**config.mk**
```make
export PLATFORM = sky130hd
export DESIGN_NAME = two_level_feedback_queue_picker
export DESIGN_NICKNAME = d
export VERILOG_FILES = /design/src/design/tlfq_pkg.sv /design/src/design/tlfq_ram.sv /design/src/design/tlfq_queue.sv /design/src/design/two_level_feedback_queue_picker.sv
export SDC_FILE = /design/constraint.sdc
export NUM_CORES = 1
export LEC_CHECK = 0
export BUFFER_PORTS_ARGS = -buffer_cell sky130_fd_sc_hd__buf_2
export CELL_PAD_IN_SITES_DETAIL_PLACEMENT = 0
export CELL_PAD_IN_SITES_GLOBAL_PLACEMENT = 2
export CORE_MARGIN = 2
export CORE_UTILIZATION = 40
export DETAILED_ROUTE_END_ITERATION = 6
export GPL_TIMING_DRIVEN = 0
export PLACE_DENSITY_LB_ADDON = 0.1
export REMOVE_ABC_BUFFERS = 1
export SYNTH_ARGS = -nofsm -noshare
export SYNTH_HDL_FRONTEND = slang
export SYNTH_SLANG_ARGS = --single-unit
```
**constraint.sdc**
```tcl
create_clock -name clk -period 3.55 [get_ports clk]
set_clock_uncertainty 0.15 [all_clocks]
set_input_delay 0.1775 -clock clk [delete_from_list [all_inputs] [get_ports clk]]
set_output_delay 0.1775 -clock clk [all_outputs]
set_load 0.005 [all_outputs]
```
**src/design/tlfq_pkg.sv**
```systemverilog
// shared constants and types for the two-level feedback queue picker
`default_nettype none

package tlfq_pkg;

    localparam int QUEUE_DEPTH = 16;
    localparam int PID_BITS    = 8;
    localparam int IDX_W       = $clog2(QUEUE_DEPTH);
    localparam int CNT_W       = $clog2(QUEUE_DEPTH + 1);
    localparam int QUANTUM_W   = 16;
    localparam int USED_W      = 16;
    localparam int DRAW_W      = 4;

    localparam logic [QUANTUM_W-1:0] QUANTUM_RESET = 16'd10;
    localparam logic [DRAW_W-1:0]    DRAW_SPLIT    = 4'd8;

    typedef logic [PID_BITS-1:0] pid_t;

    // outgoing task state codes
    typedef enum logic [1:0] {
        TS_READY    = 2'd0,
        TS_BLOCKED  = 2'd1,
        TS_FINISHED = 2'd2,
        TS_OTHER    = 2'd3
    } task_state_t;

    // sequencer states
    typedef enum logic [2:0] {
        ST_IDLE = 3'b001,
        ST_SEL  = 3'b010,
        ST_DONE = 3'b100
    } fsm_t;

    // queue requests from the sequencer
    typedef struct packed {
        logic push;
        logic pop;
        pid_t push_pid;
    } queue_ctrl_t;

    // queue status back to the sequencer
    typedef struct packed {
        logic empty;
        logic full;
    } queue_stat_t;

endpackage

`default_nettype wire

```
**src/design/tlfq_ram.sv**
```systemverilog
// generic single write port ram with registered read
`default_nettype none

module tlfq_ram #(
    parameter int WIDTH = 8,
    parameter int DEPTH = 16
) (
    input  wire logic                     clk,
    input  wire logic                     wr_en,
    input  wire logic [$clog2(DEPTH)-1:0] wr_addr,
    input  wire logic [WIDTH-1:0]         wr_data,
    input  wire logic                     rd_en,
    input  wire logic [$clog2(DEPTH)-1:0] rd_addr,
    output logic      [WIDTH-1:0]         rd_data
);

    logic [WIDTH-1:0] mem [DEPTH];

    // write port
    always_ff @(posedge clk)
    begin
        if (wr_en)
        begin
            mem[wr_addr] <= wr_data;
        end
    end

    // registered read port
    always_ff @(posedge clk)
    begin
        if (rd_en)
        begin
            rd_data <= mem[rd_addr];
        end
    end

endmodule

`default_nettype wire

```
**src/design/tlfq_queue.sv**
```systemverilog
// one circular task id queue: ram storage plus head and occupancy
`default_nettype none

module tlfq_queue (
    input  wire logic                 clk,
    input  wire logic                 rst_n,
    input  wire tlfq_pkg::queue_ctrl_t ctrl,
    output tlfq_pkg::queue_stat_t     stat,
    output tlfq_pkg::pid_t            rd_pid
);

    import tlfq_pkg::*;

    logic [IDX_W-1:0] head_reg, head_next;
    logic [CNT_W-1:0] count_reg, count_next;
    logic [CNT_W:0]   tail_sum;
    logic [CNT_W:0]   tail_wrap;
    logic [IDX_W-1:0] tail_idx;

    // write position is head plus occupancy, wrapped once
    always_comb
    begin
        tail_sum  = (CNT_W + 1)'(head_reg) + (CNT_W + 1)'(count_reg);
        tail_wrap = tail_sum - (CNT_W + 1)'(QUEUE_DEPTH);
        if (tail_sum >= (CNT_W + 1)'(QUEUE_DEPTH))
        begin
            tail_idx = tail_wrap[IDX_W-1:0];
        end
        else
        begin
            tail_idx = tail_sum[IDX_W-1:0];
        end
    end

    // head and occupancy update
    always_comb
    begin
        head_next  = head_reg;
        count_next = count_reg;
        if (ctrl.pop)
        begin
            if (head_reg == IDX_W'(QUEUE_DEPTH - 1))
            begin
                head_next = '0;
            end
            else
            begin
                head_next = head_reg + 1'b1;
            end
        end
        case ({ctrl.push, ctrl.pop})
            2'b10:   count_next = count_reg + 1'b1;
            2'b01:   count_next = count_reg - 1'b1;
            default: count_next = count_reg;
        endcase
    end

    always_ff @(posedge clk or negedge rst_n)
    begin
        if (!rst_n)
        begin
            head_reg  <= '0;
            count_reg <= '0;
        end
        else
        begin
            head_reg  <= head_next;
            count_reg <= count_next;
        end
    end

    assign stat.empty = (count_reg == '0);
    assign stat.full  = (count_reg == CNT_W'(QUEUE_DEPTH));

    // task id storage
    tlfq_ram #(
        .WIDTH (PID_BITS),
        .DEPTH (QUEUE_DEPTH)
    ) u_ram (
        .clk     (clk),
        .wr_en   (ctrl.push),
        .wr_addr (tail_idx),
        .wr_data (ctrl.push_pid),
        .rd_en   (ctrl.pop),
        .rd_addr (head_reg),
        .rd_data (rd_pid)
    );

endmodule

`default_nettype wire

```
**src/design/two_level_feedback_queue_picker.sv**
```systemverilog
// two-level feedback queue picker top level: sequencer, queues and output register
//
// usage
//   input channel (in_valid/in_stall) carries one scheduling call: an optional
//   outgoing task (has_current, current_pid, current_state, used_ticks) and a draw.
//   the outgoing task is pushed to the first queue when 2*used_ticks > quantum,
//   to the second otherwise; finished tasks are reported, other states flagged.
//   then one task is popped: first queue when draw < 8 or the second is empty.
//   output channel (out_valid/out_stall) carries exactly one result per call.
//   quantum: write cfg_wr_en/cfg_wr_data only while the block is idle; unenforced.
// sequence
//   the push lands in the queue ram on the transfer edge, the pop read is issued
//   from the select state and its registered data lands in the output register
//   from the done state. a call goes push, ram read, output load, and no new call
//   is taken until the last one has left the done state.
// reset
//   both queues empty, quantum back to 10, no result pending; ram contents
//   are not cleared since only written entries are ever read.
// stall
//   in_stall is high while a call is in flight; a result waiting under out_stall
//   keeps the next call in the done state, so the input backs up behind it.
`default_nettype none

module two_level_feedback_queue_picker (
    input  wire logic                       clk,
    input  wire logic                       rst_n,
    input  wire logic                       cfg_wr_en,
    input  wire logic [15:0]                cfg_wr_data,
    input  wire logic                       in_valid,
    output logic                            in_stall,
    input  wire logic                       has_current,
    input  wire logic [7:0]                 current_pid,
    input  wire logic [1:0]                 current_state,
    input  wire logic [15:0]                used_ticks,
    input  wire logic [3:0]                 draw,
    output logic                            out_valid,
    input  wire logic                       out_stall,
    output logic                            selected_valid,
    output logic [7:0]                      selected_pid,
    output logic                            selected_from,
    output logic                            retired_valid,
    output logic [7:0]                      retired_pid,
    output logic                            state_error,
    output logic                            push_dropped
);

    import tlfq_pkg::*;

    fsm_t                  state_reg, state_next;
    logic [QUANTUM_W-1:0]  quantum_reg;
    logic                  accept;
    task_state_t           cur_st;
    logic                  do_push, do_retire, do_err;
    logic                  to_first, tgt_full;
    pid_t                  in_pid;
    queue_ctrl_t           q1_ctrl, q2_ctrl;
    queue_stat_t           q1_stat, q2_stat;
    pid_t                  q1_pid, q2_pid;
    logic                  pick_first, pick_second;
    logic                  load_out;

    // per-call registers
    logic [DRAW_W-1:0]     draw_reg;
    logic                  ret_valid_reg;
    pid_t                  ret_pid_reg;
    logic                  err_reg, drop_reg;
    logic                  sel_valid_reg, sel_from_reg;

    // output register
    logic                  out_valid_reg;
    logic                  o_sel_valid_reg, o_sel_from_reg;
    pid_t                  o_sel_pid_reg;
    logic                  o_ret_valid_reg;
    pid_t                  o_ret_pid_reg;
    logic                  o_err_reg, o_drop_reg;

    assign accept   = in_valid && (state_reg == ST_IDLE);
    assign in_stall = (state_reg != ST_IDLE);
    assign in_pid   = current_pid[PID_BITS-1:0];
    assign cur_st   = task_state_t'(current_state);

    // outgoing task decode
    always_comb
    begin
        do_push   = 1'b0;
        do_retire = 1'b0;
        do_err    = 1'b0;
        if (has_current)
        begin
            unique case (cur_st) inside
                TS_READY, TS_BLOCKED: do_push   = 1'b1;
                TS_FINISHED:          do_retire = 1'b1;
                TS_OTHER:             do_err    = 1'b1;
                default:              do_err    = 1'b0;
            endcase
        end
    end

    // feedback threshold: more than half the quantum used
    assign to_first = ({1'b0, used_ticks} << 1) > {1'b0, quantum_reg};
    assign tgt_full = to_first ? q1_stat.full : q2_stat.full;

    // pop choice from post-push occupancy
    assign pick_first  = !q1_stat.empty && ((draw_reg < DRAW_SPLIT) || q2_stat.empty);
    assign pick_second = !pick_first && !q2_stat.empty;

    // queue requests
    always_comb
    begin
        q1_ctrl.push     = accept && do_push && to_first && !q1_stat.full;
        q2_ctrl.push     = accept && do_push && !to_first && !q2_stat.full;
        q1_ctrl.pop      = (state_reg == ST_SEL) && pick_first;
        q2_ctrl.pop      = (state_reg == ST_SEL) && pick_second;
        q1_ctrl.push_pid = in_pid;
        q2_ctrl.push_pid = in_pid;
    end

    assign load_out = (state_reg == ST_DONE) && (!out_valid_reg || !out_stall);

    // sequencer
    always_comb
    begin
        state_next = state_reg;
        unique case (state_reg)
            ST_IDLE: if (accept) state_next = ST_SEL;
            ST_SEL:  state_next = ST_DONE;
            ST_DONE: if (load_out) state_next = ST_IDLE;
            default: state_next = ST_IDLE;
        endcase
    end

    // control state
    always_ff @(posedge clk or negedge rst_n)
    begin
        if (!rst_n)
        begin
            state_reg     <= ST_IDLE;
            quantum_reg   <= QUANTUM_RESET;
            out_valid_reg <= 1'b0;
        end
        else
        begin
            state_reg <= state_next;
            if (cfg_wr_en)
            begin
                quantum_reg <= cfg_wr_data;
            end
            if (load_out)
            begin
                out_valid_reg <= 1'b1;
            end
            else if (!out_stall)
            begin
                out_valid_reg <= 1'b0;
            end
        end
    end

    // per-call payload
    always_ff @(posedge clk)
    begin
        if (accept)
        begin
            draw_reg      <= draw;
            ret_valid_reg <= do_retire;
            ret_pid_reg   <= do_retire ? in_pid : '0;
            err_reg       <= do_err;
            drop_reg      <= do_push && tgt_full;
        end
        if (state_reg == ST_SEL)
        begin
            sel_valid_reg <= pick_first || pick_second;
            sel_from_reg  <= pick_second;
        end
        if (load_out)
        begin
            o_sel_valid_reg <= sel_valid_reg;
            o_sel_from_reg  <= sel_valid_reg && sel_from_reg;
            if (!sel_valid_reg)
            begin
                o_sel_pid_reg <= '0;
            end
            else if (sel_from_reg)
            begin
                o_sel_pid_reg <= q2_pid;
            end
            else
            begin
                o_sel_pid_reg <= q1_pid;
            end
            o_ret_valid_reg <= ret_valid_reg;
            o_ret_pid_reg   <= ret_pid_reg;
            o_err_reg       <= err_reg;
            o_drop_reg      <= drop_reg;
        end
    end

    // first queue: tasks that used most of their slice
    tlfq_queue u_q1 (
        .clk    (clk),
        .rst_n  (rst_n),
        .ctrl   (q1_ctrl),
        .stat   (q1_stat),
        .rd_pid (q1_pid)
    );

    // second queue: tasks that gave up the cpu early
    tlfq_queue u_q2 (
        .clk    (clk),
        .rst_n  (rst_n),
        .ctrl   (q2_ctrl),
        .stat   (q2_stat),
        .rd_pid (q2_pid)
    );

    assign out_valid      = out_valid_reg;
    assign selected_valid = o_sel_valid_reg;
    assign selected_pid   = 8'(o_sel_pid_reg);
    assign selected_from  = o_sel_from_reg;
    assign retired_valid  = o_ret_valid_reg;
    assign retired_pid    = 8'(o_ret_pid_reg);
    assign state_error    = o_err_reg;
    assign push_dropped   = o_drop_reg;

endmodule

`default_nettype wire

```
# Word level (Yosys, flattened, before mapping)
# Memories as Yosys holds them, arrays and structs flattened. A register that Yosys moved wholly into a read port is not among the register bits.
# Index checks and enable logic that the tools add are counted.
[word_totals]
word_cells = 108
output_inout_bits = 23
regBits = 76
memories = 2
in_bits = 52
ram_bits = 256
[classes]
n_reduce_logical = 31
n_eq_ne = 18
addsub = 10
n_mux = 22
n_lt_le_gt_ge = 4
[memory_table]
columns = ["name", "words", "width", "rd", "rd_ports_with_merged_regs", "write_ports", "line_no", "source"]
rows = [
  ["u_q1.u_ram.mem", 16, 8, 1, 1, 1, "tlfq_ram.sv:17", "logic [WIDTH-1:0] mem [DEPTH];"],
  ["u_q2.u_ram.mem", 16, 8, 1, 1, 1, "tlfq_ram.sv:17", ""],
]
[op_table]
columns = ["op", "n"]
rows = [
  ["$pmux 5 s2", 2],
  ["$gt 17x16->1", 1],
  ["$mux 4", 4],
  ["$logic_and 1x1->1", 13],
  ["$add 4x5->6", 2],
  ["$ge 6x5->1 const B", 2],
  ["$mux 1", 12],
  ["$add 5x1->5 const B", 2],
  ["$eq 5x5->1 const B", 2],
  ["$logic_not 5->1", 2],
  ["$sub 5x1->5 const B", 2],
  ["$pmux 3 s3", 1],
  ["$add 4x1->4 const B", 2],
  ["$eq 2x2->1 const B", 4],
  ["$eq 4x4->1 const B", 2],
  ["$logic_not 1->1", 8],
  ["$mux 8", 1],
  ["$sub 4x1->4 const B", 2],
  ["$eq 2x1->1 const B", 3],
  ["$mux 3", 2],
  ["$lt 4x4->1 const B", 1],
  ["$ne 2x2->1 const B", 2],
  ["$reduce_bool 2->1", 2],
  ["$eq 3x1->1 const B", 1],
  ["8 further kinds", 10],
]

# Logic depth before layout (Yosys ltp)
# Gate-level depths: netlist (run 1).
[logic_depth]
depth_word = 9
ltp_mapped = 18
ltp_nobuf = 15

# By module
# From an unflattened synthesis (run 1), not the netlist that was laid out.
[unflattened]
hier_cells = 804
area_unflattened_um2 = 14348.8
[by_module_without_submodules]
columns = ["mod", "cells_per_inst", "seq_area_each_um2", "instances", "area_per_inst_um2"]
rows = [
  ["tlfq_ram", 229, 4083.9, 2, 5227.5],
  ["two_level_feedback_queue_picker", 202, 1555.2, 1, 2499.9],
  ["tlfq_queue", 72, 225.2, 2, 696.9],
]

# Least setup slack after synthesis (run 1)
# Ideal clock, no wire load.
[synth_path]
kind = "flip-flop to flip-flop"
from = "register quantum_reg[14]"
to = "register u_q2.count_reg[4]"
t_required_ps = 3321
arrival_ps = 3423
path_slack_ps = -103
setup_ps = 79
stages_incl_launch_ff = 18
period_less_slack_ps = 3653
n_path_buf = 2
path_cell_list = "dfrtp_1 -> inv_1 -> ha_1 -> nand4b_1 -> nor3_1 -> a211o_1 -> o31ai_2 -> buf_2 -> nand2_1 -> ha_1 -> clkbuf_1 -> xor2_1 -> ha_1 -> inv_1 -> o21ai_0 -> a21o_1 -> a221oi_1 -> xor2_1"
[synth_between]
elab_chain_cells = 6
word_cells_on_any_way = 8
cone_classes = "order compare (1); eq/ne (2); mux (1); reduce/logical (4)"
[synth_rtl]
columns = ["item", "line_no", "source"]
rows = [
  ["from (decl)", "two_level_feedback_queue_picker.sv:50", "logic [QUANTUM_W-1:0] quantum_reg;"],
  ["from (signal assigned)", "two_level_feedback_queue_picker.sv:146", "quantum_reg <= cfg_wr_data;"],
  ["$gt 17x16->1 *", "two_level_feedback_queue_picker.sv:100", "assign to_first = ({1'b0, used_ticks} << 1) > {1'b0, quantum_reg};"],
  ["$logic_not 1->1 *", "two_level_feedback_queue_picker.sv:111", "q2_ctrl.push = accept && do_push && !to_first && !q2_stat.full;"],
  ["$logic_and 1x1->1 * (2 in series)", "two_level_feedback_queue_picker.sv:111", ""],
  ["$eq 2x1->1 / $eq 2x2->1 (equally long branches)", "tlfq_queue.sv:51", "case ({ctrl.push, ctrl.pop})"],
  ["$pmux 5 s2 / $reduce_bool 2->1 (equally long branches)", "n/a", ""],
  ["to (signal assigned)", "tlfq_queue.sv:68", "count_reg <= count_next;"],
  ["to (decl)", "tlfq_queue.sv:15", "logic [CNT_W-1:0] count_reg, count_next;"],
]
# Mark *: on every way between the ends. The rest lies on a longest branch, timed or not.
# A chain may end at the register's enable or synchronous reset.

# Final worst setup path (run 1)
[layout_path]
from = "register u_q2.head_reg[0]"
to = "memory u_q2.u_ram.mem[3][6] (enable)"
[layout_between]
elab_chain_cells = 3
word_cells_on_any_way = 4
cone_classes = "add/sub (2); order compare (1); mux (1)"
[layout_rtl]
columns = ["item", "line_no", "source"]
rows = [
  ["from (decl)", "tlfq_queue.sv:14", "logic [IDX_W-1:0] head_reg, head_next;"],
  ["from (signal assigned)", "tlfq_queue.sv:67", "head_reg <= head_next;"],
  ["$add 4x5->6 *", "tlfq_queue.sv:23", "tail_sum = (CNT_W + 1)'(head_reg) + (CNT_W + 1)'(count_reg);"],
  ["$ge 6x5->1 / $sub 4x1->4 (equally long branches)", "tlfq_queue.sv:25, tlfq_queue.sv:24", ""],
  ["$mux 4 *", "tlfq_queue.sv:25", "if (tail_sum >= (CNT_W + 1)'(QUEUE_DEPTH))"],
  ["to (decl)", "tlfq_ram.sv:17", ""],
]
# Marks and branches as above.

==> summary.md, run 1 <==
| Metric | Value |
|---|---|
| Net Sw Power | `3.373 mW` |
| Crit path DAT | `3460 ps` |
| Worst-skew pair later-pin latency | `530 ps` |
| Clock sink count | `345` |
| F_max | `288.9 MHz` |
| Initial antenna violation count | `0` |
| Mux contribution to synthesized area | `0.1222` |
| Combinational Power Share | `0.218` |
| CP Buf/Inv Count | `1` |
| Int Power | `8.362 mW` |
| Status | `finished clean` |
| DR DRC count | `0` |
| CP startpoint | `u_q2.head_reg[0]` |
| Final nets | `1009` |
| Compound-Gate Fraction of Synth Area | `0.04790` |
| Starting Density | `0.4032` |
| Worst Max-Slew Pin Slew | `1261 ps` |
| Die width | `192.7 µm` |
| Setup slack after layout | `88.84 ps` |
| Post-synthesis async set-or-reset flop share | `0.1101` |
| Worst EP required | `3550 ps` |
| Avg Inst Size Synth | `17.64 µm²` |
| Total gr overflow | `0` |
| Layout cells sized above 1 | `0.2736` |
| Placer congestion estimate | `0.7794` |
| I/O Buffers | `71` |
| First-pass GRT wire length | `46.55 mm` |
| Final Core Density | `0.4816` |
| Seq pwr share | `0.447` |
| Post-synthesis cell type count | `54` |
| TritonCTS Buffers | `39` |
| RSZ-0062 raised after global routing | `yes` |
| XOR/XNOR Fraction of Synth Area | `0.01353` |
| Min-delay worst type | `in -> reg` |
| Hold depth | `3` |
| Total core area | `35310 µm²` |
| Post-Synth Adder-Cell Area | `0.03006` |
| Crit Path Class | `reg -> reg` |
| Post-synth EDFFs | `307` |
| Number of global-route vias before repair | `7643` |
| Pwr per Cell Area | `690.1 nW/µm²` |
| Worst-path clk slew | `60 ps` |
| Top-area cell type share of the netlist area | `0.6475` |
| FP Rows | `69` |
| Hold path startpoint | `cfg_wr_en` |
| DR vias | `7416` |
| Die area | `37120 µm²` |
| Register area share after synthesis | `0.7146` |
| Mapped Area | `14240 µm²` |
| YS warnings | `0` |
| Placement Setup Slack | `-605.4 ps` |
| Setup violations, final | `0` |
| Filler Cell Count | `2957` |
| Max IR drop VDD | `0.4394 mV` |
| Dpl hpwl | `20.17 mm` |
| Overall Global Routing Usage | `0.1717` |
| DIE HEIGHT | `192.7 µm` |
| Largest family of logic cells by synthesized area | `multiplexers` |
| Ranking of synthesized cells by area | `edfxtp_1, mux4_2, dfrtp_1, mux2i_1, ha_1` |
| Routed len/inst | `21.98 µm` |
| Synth-to-layout area growth | `19.43%` |
| Post-synth top area cell | `edfxtp_1` |
| Period Utilization, post-route | `0.9750` |
| R2r worst-path depth | `6` |
| Post-synthesis simple-gate area fraction | `0.05572` |
| Crit Path Max Fanout | `30` |
| Min Hold Slack | `13.97 ps` |
| CTS tree | `yes` |
| FF-to-FF End | `u_q2.u_ram.mem[3][6]` |
| Aggregate routed wire length | `31.10 mm` |
| Top Family by Delay on Critical Path | `simple AND/OR/NAND/NOR gates` |
| ANT nets after route | `0` |
| CTS H-tree lvls | `2` |
| Worst setup EP type | `flop` |
| Ant. Diodes | `0` |
| Max Cap Viol | `0` |
| Main synth FF type | `edfxtp_1` |
| Switching share of total power | `0.2874` |
| First-pass DRT Iterations | `5` |
| Minimum clock period after layout | `3461 ps` |
| Hold EP | `quantum_reg[13]` |
| Leak Pwr | `5.879 nW` |
| Multi-input gate area | `4129 µm²` |
| Synthesized instance count | `807` |
| TNS Setup | `0 ps` |
| I/O pins | `75` |
| Slowest CP cell | `nor3_2` |
| Vias/cell | `5.241` |
| Cell chain of the critical path | `buf_12 > ha_1 > fa_1 > xnor2_1 > nand3_1 > nor3_2` |
| Pins Over Slew Limit | `0` |
| CP peak stage delay | `690 ps` |
| Drt initial violations | `249` |
| R2R Path Start | `u_q2.head_reg[0]` |
| Fin. Hold Viols | `0` |
| R2r setup slk | `90 ps` |
| Longest Clk Path Bufs | `3` |
| Slew margin rel. | `0.1578` |
| Setup crit start kind | `flop` |
| Root Driver | `clkbuf_16` |
| Synth Register Bits | `345` |
| Power share of the clock group | `0.335` |
| Register Area | `10190 µm²` |
| Pin count of the biggest net entering global routing | `39` |
power groups by stage:
| stage | combinational, mW | sequential, mW | clock [mW] |
|---|---|---|---|
| floorplan | 1.66 | 5.24 | 0 |
| global placement | 2.24 | 5.44 | 0 |
| detailed placement | 2.43 | 5.34 | 0 |
| CTS | 2.54 | 5.26 | 4.02 |
| global route | 2.78 | 5.32 | 4.17 |
| finish | 2.56 | 5.25 | 3.93 |
synthesized netlist by cell type, types with 3 or more instances:
cell	instances
a21o_1	6
a21oi_1	14
a221oi_1	17
a22oi_1	10
a31oi_1	4
and2_1	11
buf_2	14
clkbuf_1	18
dfrtp_1	35
dfstp_2	3
edfxtp_1	307
ha_1	31
inv_1	18
mux2_2	7
mux2i_1	40
mux4_2	56
nand2_1	47
nand2b_1	6
nand3_1	6
nand3b_1	6
nand4_1	3
nor2_1	13
nor2b_1	10
nor3_1	36
o21ai_0	30
o21bai_1	3
or2_2	3
xnor2_1	10
xor2_1	12
layer usage:
metal,routed length (µm),vias up,GRT usage
li1,-,3440,-
met1,14090,3791,0.2377
met2,15060,145,0.2812
met3,1281,40,0.02782
met4,666,0,0.04903
met5,0,-,0
what timing repair did:
| action | 4_1_cts | 5_1_grt |
|---|---|---|
| buffers inserted | 3 | 3 |
| hold buffers | 31 | 0 |
| gates resized for setup | 32 | 14 |
| pin swaps | 5 | 2 |
| cloned | 0 | 0 |
| setup endpoints to repair | 184 | 124 |
| endpoints found under the hold margin | 60 | 0 |
kinds of logic after synthesis:
logic type                 count (synthesis)
DFF                                      345
and+or+nand+nor                          152
muxes                                    103
AOI/OAI and AO/OA                         98
buffers and inverters                     54
adders and majority gates                 33
xor gates and xnor gates                  22
stage by stage:
step           area (µm²)  cells  power, mW
2_1_floorplan       14080    772      6.896
3_3_place_gp        15010   1304      7.685
3_5_place_dp        15150   1307      7.770
4_1_cts             16900   1412      11.82
5_1_grt             17000   1415      12.27
6_report            17000   1415      11.73
cell type report:
type	instances	area share
Sequential cell	345	0.5990
Multi-Input combinational cell	408	0.2428
Clock buffer	46	0.06078
Timing Repair Buffer	111	0.04547
Tap cell	461	0.03392
Clock inverter	25	0.01376
Inverter	19	0.004194
cells in the final DEF (no fill, tap or decap), drive strengths merged, types with 17 or more instances in the layout:
cell type and instances:
dlygate4sd3 31, nor3 36, mux4 56, clkinv 21, dfrtp 35, edfxtp 307, inv 19, a221oi 17
nand2 47, buf 80, o21ai 30, mux2i 40, ha 31, clkbuf 46
worst max path at each step:
| stage | to | cells past startpoint |
|---|---|---|
| final | u_q2.u_ram.mem[3][6] | 6 |
| after global routing | u_q2.u_ram.mem[10][2] | 6 |
| after CTS | u_q1.count_reg[4] | 12 |
| after detailed placement | u_q2.count_reg[4] | 15 |
| after global placement | u_q2.u_ram.mem[0][6] | 4 |
| after floorplan | u_q2.u_ram.mem[0][0] | 4 |
worst register-to-register path: stages (launching register included):
cell and delay [ps]:
dfrtp_4 660, buf_12 270, ha_1 230, fa_1 380, xnor2_1 330, nand3_1 360, nor3_2 690
No activity file was read; power rests on OpenSTA's default activity.
==> run 2, diff against run 1 <==
--- a/config.mk
+++ b/config.mk
@@ -5,11 +5,12 @@
 export SDC_FILE = /design/constraint.sdc
 export NUM_CORES = 1
 export LEC_CHECK = 0
+export ABC_AREA = 1
 export BUFFER_PORTS_ARGS = -buffer_cell sky130_fd_sc_hd__buf_2
 export CELL_PAD_IN_SITES_DETAIL_PLACEMENT = 0
 export CELL_PAD_IN_SITES_GLOBAL_PLACEMENT = 2
 export CORE_MARGIN = 2
-export CORE_UTILIZATION = 40
+export CORE_UTILIZATION = 38
 export DETAILED_ROUTE_END_ITERATION = 6
 export GPL_TIMING_DRIVEN = 0
 export PLACE_DENSITY_LB_ADDON = 0.1
==> run 2 against run 1 <==
Against the previous run:
- area after synthesis is 2.6% higher
- critical endpoint is now u_q1.u_ram.mem[0][2]
- hold slack improved by 12 ps
- clock power about the same
- routed wire length increased by 16%
- flip-flop and latch count unchanged
- fmax rose by 2.8%
- final cell count rose by 33%
- critical path type unchanged
==> summary.md, run 2 <==
| Metric | Value |
|---|---|
| FP Rows | `71 (+2.9%)` |
| Synthesized instance count | `1236 (+53%)` |
| Worst-skew pair later-pin latency | `530 ps (about the same)` |
| Setup crit start kind | `flop` |
| Filler Cell Count | `3510 (+19%)` |
| Drt initial violations | `513 (+110%)` |
| DIE HEIGHT | `200.1 µm (+3.9%)` |
| Crit path to | `u_q1.u_ram.mem[0][2]` |
| Final nets | `1426 (+41%)` |
| Register area share after synthesis | `0.6963 (-0.01824)` |
| Post-synthesis cell type count | `40 (-26%)` |
| CTS H-tree lvls | `2 (unchanged)` |
| Pins Over Slew Limit | `0 (unchanged)` |
| Root Driver | `clkbuf_16` |
| Min-delay worst type | `in -> reg` |
| R2R Path Start | `u_q1.head_reg[0]` |
| Leak Pwr | `6.262 nW (+6.5%)` |
| DR DRC count | `0 (unchanged)` |
| CP peak stage delay | `620 ps (-70 ps)` |
| Die area | `40030 µm² (+7.9%)` |
| Fin. Hold Viols | `0 (unchanged)` |
| Post-synth EDFFs | `307 (unchanged)` |
| Overall Global Routing Usage | `0.1842 (+0.01252)` |
| Avg Inst Size Synth | `11.82 µm² (-33%)` |
| Worst-path clk slew | `60 ps (about the same)` |
| Dpl hpwl | `22.51 mm (+12%)` |
| Die width | `200.1 µm (+3.9%)` |
| CTS tree | `yes` |
| Area after DPL | `15480 µm² (+2.2%)` |
| Clock sink count | `345 (unchanged)` |
| Post-synth top area cell | `edfxtp_1` |
| Cell chain of the critical path | `buf_12 > ha_1 > fa_1 > xnor2_1 > inv_1 > nor2_1 > nand2_1 > nor2_2` |
| First-pass DRT Iterations | `4 (-1)` |
| Crit Path Class | `reg -> reg` |
| Final Core Density | `0.4552 (-0.02638)` |
| Worst setup EP type | `flop` |
| R2r setup slk | `180 ps (+90 ps)` |
| Synth-to-layout area growth | `17.62%` |
| R2r worst-path depth | `8 (+2)` |
| TritonCTS Buffers | `39 (unchanged)` |
| Period Utilization, post-route | `0.9484 (-0.02654)` |
| Setup violations, final | `0 (unchanged)` |
| Longest Clk Path Bufs | `3 (unchanged)` |
| Number of global-route vias before repair | `8784 (+15%)` |
| ANT nets after route | `0 (unchanged)` |
| TNS Setup | `0 ps (unchanged)` |
| Routed len/inst | `19.25 µm (-12%)` |
| Fin area | `17190 µm² (+1.1%)` |
| Synth Register Bits | `345 (unchanged)` |
| Max IR drop VDD | `0.3826 mV (-13%)` |
| Aggregate routed wire length | `36.17 mm (+16%)` |
| Pwr per Cell Area | `709.5 nW/µm² (+2.8%)` |
| Mapped Area | `14610 µm² (+2.6%)` |
| Vias/cell | `4.898 (-6.5%)` |
| Layout cells sized above 1 | `0.1368 (-0.1368)` |
| CP startpoint | `u_q1.head_reg[0]` |
| Most common cell after layout, fill and taps aside | `edfxtp_1` |
| Main synth FF type | `edfxtp_1` |
| Crit path DAT | `3380 ps (-80 ps)` |
| Initial antenna violation count | `0 (unchanged)` |
| FF-to-FF End | `u_q1.u_ram.mem[0][2]` |
| Placer congestion estimate | `0.7537 (-3.3%)` |
| Ranking of synthesized cells by area | `edfxtp_1, dfrtp_1, nor2_1, o21ai_0, nand2_1` |
| Slew margin rel. | `0.2151 (+0.05726)` |
| Status | `finished clean` |
| Min Hold Slack | `26.18 ps (+12.21 ps)` |
| Post-synth top cells | `edfxtp_1, nor2_1, nand2_1` |
| Post-synthesis async set-or-reset flop share | `0.1101 (unchanged)` |
| Total core area | `37760 µm² (+6.9%)` |
| Worst Max-Slew Pin Slew | `1173 ps (-87.63 ps)` |
| DR vias | `9203 (+24%)` |
| Most common cell in the netlist | `edfxtp_1` |
| Worst EP required | `3560 ps (about the same)` |
| First-pass GRT wire length | `53.81 mm (+16%)` |
| YS warnings | `0 (unchanged)` |
| Max Cap Viol | `0 (unchanged)` |
| I/O pins | `75 (unchanged)` |
| Crit Path Max Fanout | `40 (+33%)` |
| Most frequent cells in the layout | `edfxtp_1, nand2_1, nor2_1, o21ai_0, inv_1` |
| I/O Buffers | `71 (unchanged)` |
| F_max | `297.0 MHz (+2.8%)` |
| Pin count of the biggest net entering global routing | `46 (+18%)` |
| Total gr overflow | `0 (unchanged)` |
| Slowest CP cell | `dfrtp_2` |
| Minimum clock period after layout | `3367 ps (-94.22 ps)` |
| Top-area cell type share of the netlist area | `0.6310 (-0.01652)` |
| Starting Density | `0.3870 (-0.01623)` |
-- run 2: repair_timing --
item / 4_1_cts / 5_1_grt
gates resized for setup: 5 / 18
setup buffers: 0 / 2
gates cloned: 0 / 0
endpoints found under the hold margin: 64 / 0
setup endpoints to repair: 47 / 122
hold buffers: 39 / 0
-- run 2: worst min-delay path by stage --
stage	end	from	cells past startpoint	slack, ps
after floorplan	out_valid	rst_n	0	-270
after global placement	state_reg[0]	in_valid	2	200
after detailed placement	state_reg[0]	in_valid	2	200
after CTS	quantum_reg[2]	cfg_wr_en	3	1
after global routing	quantum_reg[15]	cfg_wr_en	2	60
final	quantum_reg[2]	cfg_wr_en	3	30
-- run 2: metrics by stage --
stage / worst slack, ps / cells / power [mW]
floorplan: 215.7 / 1183 / 7.015
global placement: -2264 / 1765 / 8.310
detailed placement: -48.47 / 1770 / 8.363
CTS: 0.3810 / 1876 / 12.35
global route: -2.303 / 1878 / 12.90
finish: 183.1 / 1879 / 12.19
-- run 2: final cells by class --
cell class	count	area [µm²]	share of cell area
clock inverters	17	161.4	0.009392
well taps	511	639.4	0.03720
inverters	85	322.8	0.01878
clock buffers	50	1070	0.06225
repair buffers	117	868.3	0.05053
multi-input cells	753	3943	0.2294
diodes	1	2.502	0.0001456
flip-flops and latches	345	10180	0.5923
-- run 2: logic make-up after synthesis --
| family | after synthesis | share of synthesized area |
|---|---|---|
| xor gates and xnor gates | 21 | 0.01259 |
| DFF | 345 | 0.6963 |
| and+or+nand+nor | 464 | 0.1321 |
| muxes | 1 | 0.0006851 |
| adders and majority gates | 33 | 0.02929 |
| AOI/OAI and AO/OA | 234 | 0.09103 |
| buffers and inverters | 138 | 0.03802 |
-- run 2: per-layer routing --
| layer | routed length, µm | vias to the layer above | track usage | part of all wire |
|---|---|---|---|---|
| met1 | 16630 | 4498 | 0.2441 | 0.46 |
| li1 | - | 4543 | - | - |
| met4 | 676 | 0 | 0.04801 | 0.019 |
| met5 | 0 | - | 0 | 0 |
| met3 | 986 | 49 | 0.02755 | 0.027 |
| met2 | 17880 | 113 | 0.3178 | 0.49 |
-- run 2: critical path: cells and delay by family (launching register included) --
family                   cells  cell delay, ps
AND/OR/NAND/NOR              3             810
flip-flops                   1             620
adder cells (fa/ha/maj)      2             610
XOR/XNOR                     1             420
buffers and inverters        2             390
-- run 2: report_power, final --
group | total [mW] | switching, mW | internal [mW] | leakage, nW
Combinational | 3.15 | 2.16 | 0.996 | 2.42
Clock | 3.91 | 1.57 | 2.34 | 0.606
Sequential | 5.13 | 0.386 | 4.74 | 3.24
==> run 3, diff against run 2 <==
--- a/config.mk
+++ b/config.mk
@@ -5,12 +5,13 @@
 export SDC_FILE = /design/constraint.sdc
 export NUM_CORES = 1
 export LEC_CHECK = 0
-export ABC_AREA = 1
+export ABC_AREA = 0
 export BUFFER_PORTS_ARGS = -buffer_cell sky130_fd_sc_hd__buf_2
 export CELL_PAD_IN_SITES_DETAIL_PLACEMENT = 0
 export CELL_PAD_IN_SITES_GLOBAL_PLACEMENT = 2
+export CORE_ASPECT_RATIO = 0.7
 export CORE_MARGIN = 2
-export CORE_UTILIZATION = 38
+export CORE_UTILIZATION = 40
 export DETAILED_ROUTE_END_ITERATION = 6
 export GPL_TIMING_DRIVEN = 0
 export PLACE_DENSITY_LB_ADDON = 0.1
==> run 3 against run 2 <==
Against the previous run:
- die area decreased by 7.2%
- flip-flop and latch count unchanged
- clock power decreased by 11%
- global-route usage decreased by 0.83 points
- fmax decreased by 3.5%
- via count decreased by 18%
- critical path type unchanged
==> summary.md, run 3 (synthesis gave the netlist of run 1 again) <==
| Metric | Value |
|---|---|
| Root Driver | `clkbuf_16` |
| First-pass DRT Iterations | `5 (+1)` |
| TNS Setup | `0 ps (unchanged)` |
| ANT nets after route | `0 (unchanged)` |
| I/O pins | `75 (unchanged)` |
| Setup violations, final | `0 (unchanged)` |
| Vias/cell | `5.335 (+8.9%)` |
| Leak Pwr | `5.795 nW (-7.5%)` |
| TritonCTS Buffers | `36 (-7.7%)` |
| Worst Max-Slew Pin Slew | `1347 ps (+174.3 ps)` |
| Final nets | `1006 (-29%)` |
| I/O Buffers | `71 (unchanged)` |
| Final Core Density | `0.4830 (+0.02780)` |
| Die width | `229.5 µm (+15%)` |
| Pin count of the biggest net entering global routing | `44 (-4.3%)` |
| CTS tree | `yes` |
| Clock sink count | `345 (unchanged)` |
| DIE HEIGHT | `161.8 µm (-19%)` |
| Worst EP required | `3530 ps (-30 ps)` |
| CTS H-tree lvls | `2 (unchanged)` |
| Worst-skew pair later-pin latency | `510 ps (-20 ps)` |
| Aggregate routed wire length | `31.96 mm (-12%)` |
| Crit Path Max Fanout | `23 (-43%)` |
| Initial antenna violation count | `0 (unchanged)` |
| Worst setup EP type | `flop` |
| FP Rows | `57 (-20%)` |
| Min-delay worst type | `in -> reg` |
| Starting Density | `0.4082 (+0.02127)` |
| Slew margin rel. | `0.09992 (-0.1152)` |
| Pwr per Cell Area | `673.0 nW/µm² (-5.1%)` |
| Status | `finished clean` |
| Crit Path Class | `reg -> reg` |
| First-pass GRT wire length | `48.09 mm (-11%)` |
| Longest Clk Path Bufs | `3 (unchanged)` |
| Period Utilization, post-route | `0.9826 (+0.03418)` |
| Minimum clock period after layout | `3488 ps (+121.4 ps)` |
| Layout cells sized above 1 | `0.2614 (+0.1246)` |
| F_max | `286.7 MHz (-3.5%)` |
| Most common cell after layout, fill and taps aside | `edfxtp_1` |
| Synth-to-layout area growth | `18.31%` |
| Total core area | `34870 µm² (-7.6%)` |
| Number of global-route vias before repair | `7697 (-12%)` |
| DR vias | `7538 (-18%)` |
| Overall Global Routing Usage | `0.1759 (-0.008283)` |
| Most frequent cells in the layout | `edfxtp_1, buf_2, mux4_2, nand2_1, mux2i_1` |
| Dpl hpwl | `21.01 mm (-6.6%)` |
| Placer congestion estimate | `0.7979 (+5.9%)` |
| Die area | `37140 µm² (-7.2%)` |
| Fin. Hold Viols | `0 (unchanged)` |
| Setup crit start kind | `flop` |
| Ant. Diodes | `0 (-1)` |
| DR DRC count | `0 (unchanged)` |
| Total gr overflow | `0 (unchanged)` |
| Drt initial violations | `579 (+13%)` |
| RSZ-0062 raised after global routing | `yes` |
| Worst-path clk slew | `60 ps (about the same)` |
| Max Cap Viol | `0 (unchanged)` |
| Pins Over Slew Limit | `0 (unchanged)` |
| Routed len/inst | `22.62 µm (+17%)` |
| Crit path DAT | `3470 ps (+90 ps)` |
| Max IR drop VDD | `0.3612 mV (-5.6%)` |
run 3: changes by cell type in the layout (fill, tap and decap cells not counted), sizes merged, moves of 33 or more:
| cell | previous run | this run |
|---|---|---|
| nand2 | 191 | 47 |
| nor2 | 213 | 13 |
| o21ai | 147 | 30 |
| mux2i | 1 | 40 |
| nor3 | 3 | 36 |
| mux4 | 0 | 56 |
| nand3 | 49 | 6 |
| inv | 84 | 18 |
run 3: per-layer routing:
| metal | vias to the layer above | global-route usage | share of wire |
|---|---|---|---|
| li1 | 3425 | - | - |
| met1 | 3872 | 0.2734 | 0.50 |
| met2 | 194 | 0.2536 | 0.42 |
| met3 | 47 | 0.03775 | 0.062 |
| met4 | 0 | 0.03837 | 0.015 |
| met5 | - | 0 | 0 |
run 3: where the power goes:
group / switching [mW] / total, mW / leakage (nW) / internal (mW)
logic: 1.49 / 2.76 / 2.04 / 1.27
registers: 0.375 / 5.10 / 3.24 / 4.73
clock network: 1.45 / 3.47 / 0.514 / 2.02
run 3: through the flow:
stage | setup slack (ps) | cell area (µm²) | instances | hold slack (ps) | total power [mW]
2_1_floorplan | -608.8 | 14080 | 772 | -268.1 | 6.896
3_3_place_gp | -1769 | 15030 | 1315 | 219.1 | 7.711
3_5_place_dp | -916.1 | 15150 | 1319 | 227.7 | 7.794
4_1_cts | 7.608 | 16760 | 1412 | 0.4870 | 11.41
5_1_grt | -120.9 | 16840 | 1413 | 33.36 | 11.88
6_report | 61.72 | 16840 | 1413 | 9.386 | 11.34
run 3: area by class of cell:
cell class | instances | area (µm²)
clock buffer | 42 | 944.7
multi-input combinational | 408 | 4156
timing repair buffer | 111 | 785.8
fill | 2892 | 18030
tap | 472 | 590.6
inverter | 19 | 71.32
clock inverter | 16 | 113.9
sequential | 345 | 10180
run 3: final timing paths:
| check | start | end | slack, ps | cells past startpoint |
|---|---|---|---|---|
| hold reg to reg | ret_pid_reg[6] | retired_pid[6] | 270 | 0 |
| min in group asynchronous | rst_n | u_q2.count_reg[2] | 190 | 2 |
| setup / recovery | u_q1.head_reg[0] | u_q1.u_ram.mem[6][4] | 60 | 6 |
| setup reg to reg | u_q1.head_reg[0] | u_q1.u_ram.mem[6][4] | 60 | 6 |
| hold / removal | has_current | ret_valid_reg | 9 | 3 |
| max in group asynchronous | rst_n | u_q2.head_reg[0] | 2350 | 2 |
run 3: worst max-delay path: stages, from the launching register on:
cell,delay [ps]
dfrtp_2,590
buf_12,260
ha_1,230
fa_1,420
xor2_1,230
nand3_1,390
nor3_2,810
run 3: repair_timing:
item | in CTS | in global routing
endpoints found under the setup margin | 232 | 132
hold buffers | 31 | 0
endpoints found under the hold margin | 58 | 0
setup buffers | 4 | 1
pin swaps | 4 | 2
gates resized for setup | 43 | 15
